**config.mk**
```make
export PLATFORM = sky130hd
export DESIGN_NAME = settable_clock_with_segment_scan_unit_flat
export DESIGN_NICKNAME = d
export VERILOG_FILES = /design/src/design/ssc_pkg.sv /design/src/design/ssc_in_if.sv /design/src/design/ssc_out_if.sv /design/src/design/ssc_cfg_regs.sv /design/src/design/ssc_engine.sv /design/src/design/settable_clock_with_segment_scan_unit.sv /design/src/flat_wrapper.sv
export VERILOG_INCLUDE_DIRS = /design/src /design/src/design
export SDC_FILE = /design/constraint.sdc
export NUM_CORES = 1
export LEC_CHECK = 0
export ABC_AREA = 1
export BUFFER_PORTS_ARGS = -buffer_cell sky130_fd_sc_hd__clkbuf_2
export CORE_ASPECT_RATIO = 0.8
export CORE_MARGIN = 3
export CORE_UTILIZATION = 63
export CTS_CLUSTER_DIAMETER = 80
export DETAILED_ROUTE_END_ITERATION = 7
export PLACE_DENSITY = 0.93
export SLEW_MARGIN = 20
export SYNTH_ARGS = -nofsm -noshare
export SYNTH_HDL_FRONTEND = slang
export SYNTH_SLANG_ARGS = --single-unit
```
**constraint.sdc**
```tcl
create_clock -name clk -period 5.95 [get_ports clk]
set_input_delay 0.2975 -clock clk [delete_from_list [all_inputs] [get_ports clk]]
set_output_delay 0.2975 -clock clk [all_outputs]
set_load 0.1 [all_outputs]
```
**src/design/settable_clock_with_segment_scan_unit_defines.svh**
```systemverilog
// Assertion macros for the settable clock block.
// Both use the enclosing module's clk and rst.
`ifndef SETTABLE_CLOCK_WITH_SEGMENT_SCAN_UNIT_DEFINES_SVH
`define SETTABLE_CLOCK_WITH_SEGMENT_SCAN_UNIT_DEFINES_SVH

`ifndef SYNTHESIS
`define SSC_ASSERT_NOW(label, ante, cons, msg) \
  label: assert property (@(posedge clk) disable iff (rst) (ante) |-> (cons)) \
    else $error(msg);
`define SSC_ASSERT_NEXT(label, ante, cons, msg) \
  label: assert property (@(posedge clk) disable iff (rst) (ante) |=> (cons)) \
    else $error(msg);
`else
`define SSC_ASSERT_NOW(label, ante, cons, msg)
`define SSC_ASSERT_NEXT(label, ante, cons, msg)
`endif

`endif

```
**src/design/ssc_pkg.sv**
```systemverilog
package ssc_pkg;

  localparam int unsigned CFG_W      = 8;
  localparam int unsigned APB_ADDR_W = 4;
  localparam int unsigned APB_DATA_W = 32;
  localparam int unsigned NUM_DIGITS = 6;

  // register map, byte address 4*index
  typedef enum logic [1:0] {
    REG_PRESCALE   = 2'd0,
    REG_TENTHS     = 2'd1,
    REG_HOLD_SHORT = 2'd2,
    REG_HOLD_LONG  = 2'd3
  } reg_idx_t;

  // key code is the digit being scanned when the return line is high
  typedef enum logic [2:0] {
    KEY_ENTER = 3'd0,
    KEY_ESC   = 3'd1,
    KEY_RIGHT = 3'd2,
    KEY_UP    = 3'd3,
    KEY_DOWN  = 3'd4,
    KEY_LEFT  = 3'd5
  } key_t;

  localparam logic [1:0] FIELD_HOURS   = 2'd0;
  localparam logic [1:0] FIELD_MINUTES = 2'd1;
  localparam logic [1:0] FIELD_SECONDS = 2'd2;

  localparam logic [2:0] LAST_DIGIT = 3'(NUM_DIGITS - 1);

  localparam logic [CFG_W-1:0] RST_PRESCALE   = 8'd100;
  localparam logic [CFG_W-1:0] RST_TENTHS     = 8'd10;
  localparam logic [CFG_W-1:0] RST_HOLD_SHORT = 8'd180;
  localparam logic [CFG_W-1:0] RST_HOLD_LONG  = 8'd250;
  localparam logic [4:0]       RST_HOURS      = 5'd12;
  localparam logic [5:0]       RST_MINUTES    = 6'd43;
  localparam logic [5:0]       RST_SECONDS    = 6'd52;
  localparam logic [4:0]       MAX_HOUR       = 5'd23;
  localparam logic [5:0]       MAX_MINSEC     = 6'd59;
  localparam logic [7:0]       BLANK_PATTERN  = 8'hFF;

  typedef struct packed {
    logic [CFG_W-1:0] prescale_reload;
    logic [CFG_W-1:0] tenths_reload;
    logic [CFG_W-1:0] key_holdoff_short;
    logic [CFG_W-1:0] key_holdoff_long;
  } cfg_t;

  typedef struct packed {
    logic [5:0] digit_select;
    logic [7:0] segments;
    logic [4:0] hours;
    logic [5:0] minutes;
    logic [5:0] seconds;
    logic       set_mode;
    logic [1:0] selected_field;
  } result_t;

  // gfedcba font
  function automatic logic [6:0] glyph(input logic [3:0] d);
    logic [6:0] g;
    unique case (d)
      4'd0:    g = 7'h3F;
      4'd1:    g = 7'h06;
      4'd2:    g = 7'h5B;
      4'd3:    g = 7'h4F;
      4'd4:    g = 7'h66;
      4'd5:    g = 7'h6D;
      4'd6:    g = 7'h7D;
      4'd7:    g = 7'h07;
      4'd8:    g = 7'h7F;
      4'd9:    g = 7'h6F;
      default: g = 7'h3F;
    endcase
    return g;
  endfunction

  // tens digit of a value below 60
  function automatic logic [2:0] tens_of(input logic [5:0] v);
    logic [2:0] t;
    priority if (v >= 6'd50) t = 3'd5;
    else if (v >= 6'd40) t = 3'd4;
    else if (v >= 6'd30) t = 3'd3;
    else if (v >= 6'd20) t = 3'd2;
    else if (v >= 6'd10) t = 3'd1;
    else t = 3'd0;
    return t;
  endfunction

  function automatic logic [3:0] ones_of(input logic [5:0] v, input logic [2:0] t);
    logic [5:0] tenx;
    logic [5:0] diff;
    tenx = {t, 3'b000} + {2'b00, t, 1'b0};
    diff = v - tenx;
    return diff[3:0];
  endfunction

endpackage

```
**src/design/ssc_in_if.sv**
```systemverilog
interface ssc_in_if;
  logic valid;
  logic ready;
  logic key_line;

  modport source (output valid, output key_line, input ready);
  modport sink   (input valid, input key_line, output ready);
endinterface

```
**src/design/ssc_out_if.sv**
```systemverilog
interface ssc_out_if;
  logic       valid;
  logic       ready;
  logic [5:0] digit_select;
  logic [7:0] segments;
  logic [4:0] hours;
  logic [5:0] minutes;
  logic [5:0] seconds;
  logic       set_mode;
  logic [1:0] selected_field;

  modport source (output valid, output digit_select, output segments, output hours,
                  output minutes, output seconds, output set_mode,
                  output selected_field, input ready);
  modport sink   (input valid, input digit_select, input segments, input hours,
                  input minutes, input seconds, input set_mode,
                  input selected_field, output ready);
endinterface

```
**src/design/ssc_cfg_regs.sv**
```systemverilog
module ssc_cfg_regs
  import ssc_pkg::*;
(
  input  logic                  clk,
  input  logic                  rst,
  input  logic                  psel,
  input  logic                  penable,
  input  logic                  pwrite,
  input  logic [APB_ADDR_W-1:0] paddr,
  input  logic [APB_DATA_W-1:0] pwdata,
  output logic [APB_DATA_W-1:0] prdata,
  output logic                  pready,
  output cfg_t                  cfg
);

  reg_idx_t   idx;
  logic       wr;
  logic [7:0] rd_byte;

  assign idx    = reg_idx_t'(paddr[3:2]);
  assign wr     = psel && penable && pwrite;
  assign pready = 1'b1;

  always_ff @(posedge clk) begin
    if (rst) begin
      cfg.prescale_reload   <= RST_PRESCALE;
      cfg.tenths_reload     <= RST_TENTHS;
      cfg.key_holdoff_short <= RST_HOLD_SHORT;
      cfg.key_holdoff_long  <= RST_HOLD_LONG;
    end else if (wr) begin
      unique case (idx)
        REG_PRESCALE:   cfg.prescale_reload   <= pwdata[CFG_W-1:0];
        REG_TENTHS:     cfg.tenths_reload     <= pwdata[CFG_W-1:0];
        REG_HOLD_SHORT: cfg.key_holdoff_short <= pwdata[CFG_W-1:0];
        REG_HOLD_LONG:  cfg.key_holdoff_long  <= pwdata[CFG_W-1:0];
      endcase
    end
  end

  always_comb begin
    unique case (idx)
      REG_PRESCALE:   rd_byte = cfg.prescale_reload;
      REG_TENTHS:     rd_byte = cfg.tenths_reload;
      REG_HOLD_SHORT: rd_byte = cfg.key_holdoff_short;
      REG_HOLD_LONG:  rd_byte = cfg.key_holdoff_long;
    endcase
  end

  assign prdata = {{(APB_DATA_W-CFG_W){1'b0}}, rd_byte};

endmodule

```
**src/design/ssc_engine.sv**
```systemverilog
module ssc_engine
  import ssc_pkg::*;
(
  input  logic    clk,
  input  logic    rst,
  input  logic    fire,
  input  logic    key_line,
  input  cfg_t    cfg,
  output result_t res
);

  logic [4:0] hour_count, hour_adv, hour_count_next;
  logic [5:0] minute_count, minute_adv, minute_count_next;
  logic [5:0] second_count, second_adv, second_count_next;
  logic       stopped, stopped_next;
  logic [1:0] field_sel, field_sel_next;
  logic [7:0] holdoff_count, holdoff_count_next;
  logic       holdoff_pending, holdoff_pending_next;
  logic [7:0] prescale_count, prescale_count_next;
  logic [7:0] tenth_count, tenth_count_next, tenth_dec;
  logic       second_due, second_due_next;
  logic [2:0] scan_index, scan_index_next;
  logic       refreshed, refreshed_next;   // patterns no longer all lit

  logic       advance, press, mark;
  logic [1:0] pair;
  logic [5:0] digit_val;
  logic [2:0] tens;
  logic [3:0] digit;
  logic [7:0] seg;

  always_comb begin
    // holdoff
    holdoff_count_next   = holdoff_count;
    holdoff_pending_next = holdoff_pending;
    if (holdoff_count != 8'd0) begin
      holdoff_count_next = holdoff_count - 8'd1;
    end else if (holdoff_pending) begin
      holdoff_pending_next = 1'b0;
      holdoff_count_next   = cfg.key_holdoff_long;
    end

    // prescaler and tenths
    prescale_count_next = prescale_count;
    tenth_count_next    = tenth_count;
    second_due_next     = second_due;
    tenth_dec           = tenth_count - 8'd1;
    if (prescale_count != 8'd0) begin
      prescale_count_next = prescale_count - 8'd1;
    end else begin
      prescale_count_next = cfg.prescale_reload;
      if (tenth_dec == 8'd0) begin
        tenth_count_next = cfg.tenths_reload;
        second_due_next  = 1'b1;
      end else begin
        tenth_count_next = tenth_dec;
      end
    end

    // time of day
    hour_adv       = hour_count;
    minute_adv     = minute_count;
    second_adv     = second_count;
    refreshed_next = refreshed;
    advance        = second_due_next && !stopped;
    if (advance) begin
      second_due_next = 1'b0;
      refreshed_next  = 1'b1;
      if (second_count == MAX_MINSEC) begin
        second_adv = 6'd0;
        if (minute_count == MAX_MINSEC) begin
          minute_adv = 6'd0;
          hour_adv   = (hour_count == MAX_HOUR) ? 5'd0 : hour_count + 5'd1;
        end else begin
          minute_adv = minute_count + 6'd1;
        end
      end else begin
        second_adv = second_count + 6'd1;
      end
    end

    // display of the scanned digit
    pair = scan_index[2:1];
    unique case (pair)
      2'd0:    digit_val = second_adv;
      2'd1:    digit_val = minute_adv;
      default: digit_val = {1'b0, hour_adv};
    endcase
    tens  = tens_of(digit_val);
    digit = scan_index[0] ? {1'b0, tens} : ones_of(digit_val, tens);
    mark  = stopped && (pair == (FIELD_SECONDS - field_sel));
    seg   = refreshed_next ? {mark, glyph(digit)} : BLANK_PATTERN;

    // keys
    hour_count_next   = hour_adv;
    minute_count_next = minute_adv;
    second_count_next = second_adv;
    stopped_next      = stopped;
    field_sel_next    = field_sel;
    press             = key_line && (holdoff_count_next == 8'd0);
    if (press) begin
      refreshed_next     = 1'b1;
      holdoff_count_next = cfg.key_holdoff_short;
      unique case (key_t'(scan_index))
        KEY_ENTER: begin
          if (stopped) begin
            prescale_count_next = cfg.prescale_reload;
            tenth_count_next    = cfg.tenths_reload;
            stopped_next        = 1'b0;
            second_due_next     = 1'b0;
          end
        end
        KEY_ESC: stopped_next = 1'b1;
        KEY_RIGHT: begin
          holdoff_count_next   = cfg.key_holdoff_long;
          holdoff_pending_next = 1'b1;
          if (stopped)
            field_sel_next = (field_sel == FIELD_SECONDS) ? FIELD_HOURS : field_sel + 2'd1;
        end
        KEY_LEFT: begin
          holdoff_count_next   = cfg.key_holdoff_long;
          holdoff_pending_next = 1'b1;
          if (stopped)
            field_sel_next = (field_sel == FIELD_HOURS) ? FIELD_SECONDS : field_sel - 2'd1;
        end
        KEY_UP: begin
          if (stopped) begin
            priority case (field_sel)
              FIELD_HOURS:
                hour_count_next = (hour_adv == MAX_HOUR) ? 5'd0 : hour_adv + 5'd1;
              FIELD_MINUTES:
                minute_count_next = (minute_adv == MAX_MINSEC) ? 6'd0 : minute_adv + 6'd1;
              FIELD_SECONDS:
                second_count_next = (second_adv == MAX_MINSEC) ? 6'd0 : second_adv + 6'd1;
              default: ;
            endcase
          end
        end
        KEY_DOWN: begin
          if (stopped) begin
            priority case (field_sel)
              FIELD_HOURS:
                hour_count_next = (hour_adv == 5'd0) ? MAX_HOUR : hour_adv - 5'd1;
              FIELD_MINUTES:
                minute_count_next = (minute_adv == 6'd0) ? MAX_MINSEC : minute_adv - 6'd1;
              FIELD_SECONDS:
                second_count_next = (second_adv == 6'd0) ? MAX_MINSEC : second_adv - 6'd1;
              default: ;
            endcase
          end
        end
        default: ;
      endcase
    end

    scan_index_next = (scan_index == LAST_DIGIT) ? 3'd0 : scan_index + 3'd1;

    res.digit_select   = 6'b000001 << scan_index;
    res.segments       = seg;
    res.hours          = hour_count_next;
    res.minutes        = minute_count_next;
    res.seconds        = second_count_next;
    res.set_mode       = stopped_next;
    res.selected_field = field_sel_next;
  end

  always_ff @(posedge clk) begin
    if (rst) begin
      hour_count      <= RST_HOURS;
      minute_count    <= RST_MINUTES;
      second_count    <= RST_SECONDS;
      stopped         <= 1'b0;
      field_sel       <= FIELD_HOURS;
      holdoff_count   <= 8'd0;
      holdoff_pending <= 1'b0;
      prescale_count  <= RST_PRESCALE;
      tenth_count     <= RST_TENTHS;
      second_due      <= 1'b0;
      scan_index      <= 3'd0;
      refreshed       <= 1'b0;
    end else if (fire) begin
      hour_count      <= hour_count_next;
      minute_count    <= minute_count_next;
      second_count    <= second_count_next;
      stopped         <= stopped_next;
      field_sel       <= field_sel_next;
      holdoff_count   <= holdoff_count_next;
      holdoff_pending <= holdoff_pending_next;
      prescale_count  <= prescale_count_next;
      tenth_count     <= tenth_count_next;
      second_due      <= second_due_next;
      scan_index      <= scan_index_next;
      refreshed       <= refreshed_next;
    end
  end

endmodule

```
**src/design/settable_clock_with_segment_scan_unit.sv**
```systemverilog
// Latency: a result appears in the cycle after its tick transaction is accepted.
// Throughput: one tick transaction per cycle while the result register is empty or being drained;
// all per-tick work is one level of logic between the clock state registers and the result register.
// Reset (rst, synchronous, active high): time 12:43:52, run mode, all patterns
// lit, config registers at 100/10/180/250, result register empty.
`include "settable_clock_with_segment_scan_unit_defines.svh"

module settable_clock_with_segment_scan_unit
  import ssc_pkg::*;
(
  input  logic                  clk,
  input  logic                  rst,
  ssc_in_if.sink                in_ch,
  ssc_out_if.source             out_ch,
  input  logic                  psel,
  input  logic                  penable,
  input  logic                  pwrite,
  input  logic [APB_ADDR_W-1:0] paddr,
  input  logic [APB_DATA_W-1:0] pwdata,
  output logic [APB_DATA_W-1:0] prdata,
  output logic                  pready
);

  cfg_t    cfg;
  result_t res;       // result of the tick being accepted
  result_t res_q;     // result waiting at the output
  logic    out_valid;
  logic    fire;

  // Reload values and holdoff lengths; user must write them over APB only while idle (not enforced by the block).
  ssc_cfg_regs u_cfg (
    .clk     (clk),
    .rst     (rst),
    .psel    (psel),
    .penable (penable),
    .pwrite  (pwrite),
    .paddr   (paddr),
    .pwdata  (pwdata),
    .prdata  (prdata),
    .pready  (pready),
    .cfg     (cfg)
  );

  // The output register frees up in the same cycle it is taken, so a new
  // tick is accepted whenever the slot is empty or being drained.
  assign in_ch.ready = !out_valid || out_ch.ready;
  assign fire        = in_ch.valid && in_ch.ready;

  // Clock state plus the per-tick next-state and display logic.
  ssc_engine u_engine (
    .clk      (clk),
    .rst      (rst),
    .fire     (fire),
    .key_line (in_ch.key_line),
    .cfg      (cfg),
    .res      (res)
  );

  // Result register
  always_ff @(posedge clk) begin
    if (rst) begin
      out_valid <= 1'b0;
    end else if (fire) begin
      out_valid <= 1'b1;
    end else if (out_ch.ready) begin
      out_valid <= 1'b0;
    end
  end

  always_ff @(posedge clk) begin
    if (fire) begin
      res_q <= res;
    end
  end

  assign out_ch.valid          = out_valid;
  assign out_ch.digit_select   = res_q.digit_select;
  assign out_ch.segments       = res_q.segments;
  assign out_ch.hours          = res_q.hours;
  assign out_ch.minutes        = res_q.minutes;
  assign out_ch.seconds        = res_q.seconds;
  assign out_ch.set_mode       = res_q.set_mode;
  assign out_ch.selected_field = res_q.selected_field;

  // Every accepted tick leaves a result behind it.
  `SSC_ASSERT_NEXT(a_tick_gives_result, fire, out_ch.valid, "accepted tick produced no result")
  // Exactly one digit is driven per result.
  `SSC_ASSERT_NOW(a_digit_onehot, out_ch.valid, $onehot(out_ch.digit_select), "digit select not one-hot")
  // Time and field selection stay in range.
  `SSC_ASSERT_NOW(a_time_range, out_ch.valid, (out_ch.hours < 5'd24) && (out_ch.minutes < 6'd60) && (out_ch.seconds < 6'd60) && (out_ch.selected_field != 2'd3), "time or field out of range")

endmodule
```
**src/flat_wrapper.sv**
```systemverilog
// flat-port wrapper written by rule: the top's interface ports become plain ports
module settable_clock_with_segment_scan_unit_flat import ssc_pkg::*;
  (clk, rst, psel, penable, pwrite, paddr, pwdata, prdata, pready, in_ch_valid, in_ch_key_line, in_ch_ready, out_ch_valid, out_ch_digit_select, out_ch_segments, out_ch_hours, out_ch_minutes, out_ch_seconds, out_ch_set_mode, out_ch_selected_field, out_ch_ready);
  ssc_in_if in_ch_i ();
  ssc_out_if out_ch_i ();
  input  logic clk;
  input  logic rst;
  input  logic psel;
  input  logic penable;
  input  logic pwrite;
  input  logic [APB_ADDR_W-1:0] paddr;
  input  logic [APB_DATA_W-1:0] pwdata;
  output logic [APB_DATA_W-1:0] prdata;
  output logic pready;
  input wire logic [$bits(in_ch_i.valid)-1:0] in_ch_valid;
  input wire logic [$bits(in_ch_i.key_line)-1:0] in_ch_key_line;
  output wire logic [$bits(in_ch_i.ready)-1:0] in_ch_ready;
  output wire logic [$bits(out_ch_i.valid)-1:0] out_ch_valid;
  output wire logic [$bits(out_ch_i.digit_select)-1:0] out_ch_digit_select;
  output wire logic [$bits(out_ch_i.segments)-1:0] out_ch_segments;
  output wire logic [$bits(out_ch_i.hours)-1:0] out_ch_hours;
  output wire logic [$bits(out_ch_i.minutes)-1:0] out_ch_minutes;
  output wire logic [$bits(out_ch_i.seconds)-1:0] out_ch_seconds;
  output wire logic [$bits(out_ch_i.set_mode)-1:0] out_ch_set_mode;
  output wire logic [$bits(out_ch_i.selected_field)-1:0] out_ch_selected_field;
  input wire logic [$bits(out_ch_i.ready)-1:0] out_ch_ready;
  assign in_ch_i.valid = in_ch_valid;
  assign in_ch_i.key_line = in_ch_key_line;
  assign in_ch_ready = in_ch_i.ready;
  assign out_ch_valid = out_ch_i.valid;
  assign out_ch_digit_select = out_ch_i.digit_select;
  assign out_ch_segments = out_ch_i.segments;
  assign out_ch_hours = out_ch_i.hours;
  assign out_ch_minutes = out_ch_i.minutes;
  assign out_ch_seconds = out_ch_i.seconds;
  assign out_ch_set_mode = out_ch_i.set_mode;
  assign out_ch_selected_field = out_ch_i.selected_field;
  assign out_ch_i.ready = out_ch_ready;
  settable_clock_with_segment_scan_unit u_core (.clk(clk), .rst(rst), .in_ch(in_ch_i), .out_ch(out_ch_i), .psel(psel), .penable(penable), .pwrite(pwrite), .paddr(paddr), .pwdata(pwdata), .prdata(prdata), .pready(pready));
endmodule
```
# Word level (Yosys, flattened, before mapping)
# Memories as Yosys holds them, arrays and structs flattened. A register that Yosys moved wholly into a read port is not among the register bits.
# Cells that the tools add are included.
[word_totals]
memories = 1
romBits = 112
word_cells = 170
ff_bits = 117
[classes]
magnitude_cmp = 5
n_eq_ne = 18
mux = 76
reduce_logical = 27
addsub = 18
n_shift = 1
[memory_table]
columns = ["name", "depth", "word_bits", "read_ports", "rd_ports_with_merged_regs", "wr", "line_no", "text"]
rows = [
  ["(no name shown)", 16, 7, 1, 1, 0, "ssc_pkg.sv:63", "unique case (d)"],
]
[op_table]
columns = ["op", "count"]
rows = [
  ["2-to-1 mux 6 bit", 19],
  ["2-to-1 mux 8 bit", 13],
  ["2-to-1 mux 5 bit", 11],
  ["one-hot mux 6 bit (2 select lines)", 3],
  ["one-hot mux 8 bit (4 select lines)", 1],
  ["adder 6 x 1 -> 6 bit (second input constant)", 4],
  ["equality test 6 bit (second input constant)", 4],
  ["subtractor 8 x 1 -> 8 bit (second input constant)", 3],
  ["logical NOT 8 bit", 2],
  ["nonzero test 8 bit", 2],
  ["2-to-1 mux 1 bit", 15],
  ["2-to-1 mux 2 bit", 7],
  ["greater-or-equal comparator 6 x 5 -> 1 bit (second input constant)", 2],
  ["greater-or-equal comparator 6 bit (second input constant)", 2],
  ["logical NOT 6 bit", 2],
  ["subtractor 6 x 1 -> 6 bit (second input constant)", 2],
  ["adder 5 x 1 -> 5 bit (second input constant)", 2],
  ["equality test 5 bit (second input constant)", 2],
  ["one-hot mux 5 bit (2 select lines)", 1],
  ["2-to-1 mux 3 bit", 3],
  ["AND reduction 2 bit", 4],
  ["equality test 2 x 1 -> 1 bit (second input constant)", 3],
  ["equality test 2 bit (second input constant)", 3],
  ["equality test 3 x 2 -> 1 bit (second input constant)", 2],
  ["23 further kinds", 33],
]

# Longest topological paths before layout
[depth]
ltp_word = 16
mapped_depth = 31
depth_no_buf = 31

# Modules after synthesis
# A second synthesis with hierarchy kept.
[unflattened]
hier_cells = 1240
hier_area_um2 = 8458.1
[by_module_without_submodules]
columns = ["module", "seq_area_each_um2", "area_per_inst_um2", "cells_each", "n_inst"]
rows = [
  ["ssc_engine", 1001.0, 5652.9, 948, 1],
  ["ssc_cfg_regs", 640.6, 1736.7, 252, 1],
  ["settable_clock_with_segment_scan_unit", 1041.0, 1068.5, 40, 1],
]

# Least setup slack after synthesis
# Ideal clock, no wire load.
[synth_path]
path_type = "register -> register"
start = "register u_core.u_engine.tenth_count[0]"
end = "register, netlist name u_core.out_ch.segments[0]"
t_required_ps = 5820
synth_period_minus_slack_ps = 4007
setup_slack_ps = 1943
path_stages_with_launch = 29
arrival_ps = 3877
n_path_buf = 0
path_cell_list = "dfxtp_1 inv_1 ha_1 inv_1 nor2_2 nand2_1 nand2_1 nand3_1 nor2_1 nand3_2 nand2_4 nand2_4 clkinv_2 nand3_1 o21ai_2 o221ai_1 ha_1 nor2_1 nand3_1 nand3_1 nand2_2 ha_1 o22ai_1 inv_1 ha_1 or2_1 o21ai_0 inv_1 nand2_1"
[synth_between]
elab_chain_cells = 16
word_cells_on_any_way = 24
classes_between = "3 x add/sub; 5 x order compare; 13 x mux; 3 x reduce/logical"
[synth_rtl]
columns = ["item", "line_no", "text"]
rows = [
  ["from (decl)", "ssc_engine.sv:20", "logic [7:0] tenth_count, tenth_count_next, tenth_dec;"],
  ["from (signal assigned)", "ssc_engine.sv:190", "tenth_count <= tenth_count_next;"],
  ["subtractor 8 x 1 -> 8 bit (*)", "ssc_engine.sv:47", "tenth_dec = tenth_count - 8'd1;"],
  ["logical NOT 8 bit (*)", "ssc_engine.sv:52", "if (tenth_dec == 8'd0) begin"],
  ["2-to-1 mux 1 bit (*)", "ssc_engine.sv:52", ""],
  ["2-to-1 mux 1 bit (*)", "ssc_engine.sv:48", "if (prescale_count != 8'd0) begin"],
  ["logical AND 1 bit (*)", "ssc_engine.sv:65", "advance = second_due_next && !stopped;"],
  ["2-to-1 mux 5 bit or 2-to-1 mux 6 bit (tied branches)", "ssc_engine.sv:66", "if (advance) begin"],
  ["one-hot mux 6 bit (2 select lines)", "ssc_engine.sv:84", "unique case (pair)"],
  ["greater-or-equal comparator 6 x 4 -> 1 bit", "ssc_pkg.sv:86", "else if (v >= 6'd10) t = 3'd1;"],
  ["2-to-1 mux 1 bit", "ssc_pkg.sv:86", ""],
  ["2-to-1 mux 2 bit", "ssc_pkg.sv:85", "else if (v >= 6'd20) t = 3'd2;"],
  ["2-to-1 mux 2 bit", "ssc_pkg.sv:84", "else if (v >= 6'd30) t = 3'd3;"],
  ["2-to-1 mux 3 bit", "ssc_pkg.sv:83", "else if (v >= 6'd40) t = 3'd4;"],
  ["2-to-1 mux 3 bit", "ssc_pkg.sv:82", "priority if (v >= 6'd50) t = 3'd5;"],
  ["adder 4 bit", "ssc_pkg.sv:94", "tenx = {t, 3'b000} + {2'b00, t, 1'b0};"],
  ["subtractor 4 bit", "ssc_pkg.sv:95", "diff = v - tenx;"],
  ["2-to-1 mux 4 bit", "ssc_engine.sv:90", "digit = scan_index[0] ? {1'b0, tens} : ones_of(digit_val, tens);"],
]
# Every way passes the cells marked *; elsewhere a longest branch is shown, timed or not.
# A chain may end at the register's enable or synchronous reset.

# Final worst setup path
[layout_path]
start = "register u_core.u_engine.prescale_count[0]"
end = "register, netlist name u_core.out_ch.segments[0]"
[layout_between]
elab_chain_cells = 14
word_cells_on_any_way = 22
classes_between = "2 x add/sub; 5 x order compare; 12 x mux; 3 x reduce/logical"
[layout_rtl]
columns = ["item", "line_no", "text"]
rows = [
  ["from (decl)", "ssc_engine.sv:19", "logic [7:0] prescale_count, prescale_count_next;"],
  ["from (signal assigned)", "ssc_engine.sv:189", "prescale_count <= prescale_count_next;"],
  ["nonzero test 8 bit (*)", "ssc_engine.sv:48", ""],
  ["2-to-1 mux 1 bit (*)", "ssc_engine.sv:48", ""],
  ["logical AND 1 bit (*)", "ssc_engine.sv:65", ""],
  ["2-to-1 mux 5 bit or 2-to-1 mux 6 bit (tied branches)", "ssc_engine.sv:66", ""],
  ["one-hot mux 6 bit (2 select lines)", "ssc_engine.sv:84", ""],
  ["greater-or-equal comparator 6 x 4 -> 1 bit", "ssc_pkg.sv:86", ""],
  ["2-to-1 mux 1 bit", "ssc_pkg.sv:86", ""],
  ["2-to-1 mux 2 bit", "ssc_pkg.sv:85", ""],
  ["2-to-1 mux 2 bit", "ssc_pkg.sv:84", ""],
  ["2-to-1 mux 3 bit", "ssc_pkg.sv:83", ""],
  ["2-to-1 mux 3 bit", "ssc_pkg.sv:82", ""],
  ["adder 4 bit", "ssc_pkg.sv:94", ""],
  ["subtractor 4 bit", "ssc_pkg.sv:95", ""],
  ["2-to-1 mux 4 bit", "ssc_engine.sv:90", ""],
]
# Marks and branches as above.

==> impl_results.md <==
* Status: completed
* Ranking of synthesized cells by area: dfxtp_1, nand2_1, edfxtp_1, o21ai_0, inv_1
* Yosys warnings at 0
* DRC at 0
* Largest area contributor in the netlist: dfxtp_1
* H-tree Lvls at 4
* Cells after synthesis at 1210
* Core box area at 12480 um^2
* # rows at 36
* WL final at 23230 um
* Worst Hold Class: in -> reg
* Global Route Usage Sum at 0.3208
* Final Hold Violating Endpoints at 0
* # clock sinks at 117
* CTS Buf Count at 17
* Setup TNS at 0 ns
* Placed cell area at 8506 um^2
* Worst Skew at 0.01379 ns
* Area share of the largest cell type after synthesis at 0.2023
* Clock-pin slew on the worst setup and hold paths at 0.06 ns
* CTS max path bufs at 2
* Detailed placer's ending HPWL at 15680 um
* GR Overflow Total at 0
* Die width at 133.6 um
* DIE AREA at 14450 um^2
* Setup bufs post-CTS at 0
* Maximum vdd drop at 0.0002517 V
* First-pass iteration count of the detailed router at 8
* Worst Reg-to-Reg Cells at 25
* WL/cell at 16.16 um
* Crit share post-route at 0.8932
* Slew Limit Fails at 0
* Asr flop ratio synth at 0
* FMAX at 0.1882 GHz
* Initial DRC count at 1268
* Reg-to-reg startpoint: u_core.u_engine.prescale_count[0]
* Worst EP required at 6.24 ns
* EDFF count, synth at 34
* Via density at 6.051
* Final #Nets at 1325
* Leak at 4.159 nW
* Yosys cell types at 55
* Filler cell count at 967
* Hold Path Cell Cnt at 3
* Crit path capture type: register
* Io pins at 113
* Critical path class: reg -> reg
* Root Buffer: clkbuf_16
* Worst setup SP type: register
* Inserted Diodes at 0
* Unrepaired setup endpoints after global routing: false
* First-pass GRT wire length at 37740 um
* CTS tree: yes
* I/O Buffers at 61
* Final min period at 5.315 ns
* Crit Path Max Fanout at 16
* Initial antenna violation count at 0
* Seq/Total Area, Yosys at 0.3267
* Vias in the first global route at 7878
* Mapped Avg Cell Area at 6.786 um^2
* Vias at 8695
* Min-Delay Startpoint: pwdata[3]
* Count of final setup violators at 0
* #FFs+latches synth at 117
* WP data arrival at 5.61 ns
* Die Span Y at 108.1 um
* Worst Tran Pin Value at 0.8552 ns
* Post-Layout Inst Area at 9067 um^2
* Gpl congestion at 0.9835
* Antenna Nets Post-Route at 0
* Slew headroom at 0.4292
* MaxCap Viol Count at 0
* Critical path origin: u_core.u_engine.prescale_count[0]
* Layout Area Growth over Synthesis at 10.42%
* Cell area after synthesis at 8212 um^2
* Hold Buf Count CTS at 0
* Initial Utilization at 0.6581
* Largest net degree at the start of global routing at 61
* Ys flop type: dfxtp_1
* Power per cell area at 331.7 nW/um^2
* Layout cells sized above 1 at 0.1374
* Post-CTS resize count at 0
* Worst-skew pair later-pin latency at 0.42 ns
[report_power, final]
group / switching [mW] / total [mW] / internal (mW)
Clock: 0.421 / 0.987 / 0.566
Sequential: 0.0588 / 0.947 / 0.888
Combinational: 0.794 / 1.07 / 0.281
[placed cells by master, fill, tap and decap left out, drive strengths merged, types with 3 or more instances in the layout]
master  synthesis  routed
nand2         323     323
inv           149     157
o21ai         125     125
nor2          103     103
nand3          89      89
dfxtp          83      83
clkbuf         35      79
a21oi          68      68
edfxtp         34      34
nand4          31      31
ha             28      28
conb            2      25
o211ai         20      20
nor3           14      14
a221oi         12      12
o221ai          8       8
clkinv          4       8
xnor2           7       7
xor2            6       6
buf            31       6
a31oi           5       5
or2             5       5
o21a            4       4
o31ai           4       4
a211oi          4       4
o22ai           3       3
[sequential cells by signal (all words and copies together), names as in the netlist, 2 cells and up]
register,count
u_core.u_engine.tenth_count,8
u_core.out_ch.seconds,6
u_core.u_engine.second_count,6
u_core.out_ch.hours,5
u_core.u_cfg.cfg,32
u_core.out_ch.segments,8
u_core.u_engine.minute_count,6
u_core.out_ch.digit_select,6
u_core.out_ch.minutes,6
u_core.u_engine.scan_index,3
u_core.u_engine.hour_count,5
u_core.u_engine.holdoff_count,8
u_core.u_engine.prescale_count,8
u_core.out_ch.selected_field,2
u_core.u_engine.field_sel,2
[routing by layer]
metal | vias to the layer above | GRT usage | wire [um]
li1 | 4101 | - | -
met1 | 3895 | 0.4230 | 9425
met2 | 617 | 0.5149 | 10260
met3 | 82 | 0.07256 | 2864
met4 | 0 | 0.1300 | 678
met5 | - | 0 | 0
[cells in the mapped netlist, types with 4 or more instances]
cell and number:
buf_4 25, a31oi_1 5, ha_1 28, a221oi_1 12
o21ai_2 5, nand2_1 298, o21ai_0 113, edfxtp_1 34
nor2_4 6, xor2_1 6, o221ai_1 8, o211ai_1 20
dfxtp_1 83, nor2_1 92, nor2_2 4, nand2_2 23
inv_2 14, o21a_1 4, o31ai_1 4, a21oi_1 67
o21ai_1 7, nand3_2 6, nand3_1 82, inv_1 135
xnor2_1 7, nand4_1 31, clkbuf_1 35, nor3_1 11
[final timing paths]
path	endpoint	slack [ns]
max	u_core.out_ch.segments[0]	0.64
min	u_core.u_cfg.cfg[11]	0.18
max reg2reg	u_core.out_ch.segments[0]	0.64
min reg2reg	u_core.u_engine.prescale_count[1]	0.49
[worst max-delay path: stages, from the launching register on]
cell	delay (ns)
dfxtp_1	0.29
inv_1	0.12
ha_1	0.20
nor3b_2	0.28
nand4_1	0.39
nor2_1	0.24
nand3_2	0.15
nand2_4	0.20
nand2_4	0.20
clkinv_2	0.25
nand3_1	0.13
o21ai_2	0.37
o221ai_1	0.20
ha_1	0.21
nor2_1	0.10
nand3_1	0.08
nand3_1	0.16
nand2_2	0.11
ha_1	0.29
o22ai_1	0.35
inv_1	0.17
ha_1	0.22
or2_1	0.24
o21ai_0	0.08
inv_1	0.06
nand2_1	0.06
[cells by family after synthesis]
logic type	share of synthesized area
flip-flops	0.3267
XOR/XNOR	0.01387
buffers and inverters	0.1138
adder cells (fa/ha/maj)	0.04266
multiplexers	0.001219
other	0.0009146
AND/OR/NAND/NOR	0.3159
AO/OA/AOI/OAI	0.1850
[metrics by stage]
stage | hold WS (ns) | utilization | setup slack [ns] | std cells | power (mW)
finish | 0.1845 | 0.7267 | 0.6353 | 1437 | 3.008
floorplan | 0.4107 | - | 1.943 | 1233 | 1.828
global route | 0.2018 | 0.7267 | 0.1982 | 1437 | 3.145
global placement | 0.4653 | 0.6817 | 0.9695 | 1405 | 1.968
CTS | 0.1714 | 0.7267 | 0.7849 | 1437 | 2.989
detailed placement | 0.4747 | 0.6817 | 0.8232 | 1405 | 2.002
[layout make-up]
| class | instances | area (um^2) | area share |
|---|---|---|---|
| clock buffer | 18 | 450.4 | 0.04968 |
| clock inverter | 14 | 111.4 | 0.01228 |
| inverter | 153 | 575.6 | 0.06347 |
| multi-input combinational | 897 | 4683 | 0.5165 |
| sequential | 117 | 2683 | 0.2958 |
| tap | 171 | 214.0 | 0.02360 |
| timing repair buffer | 67 | 350.3 | 0.03864 |
Power figures use the tool's default switching activity.
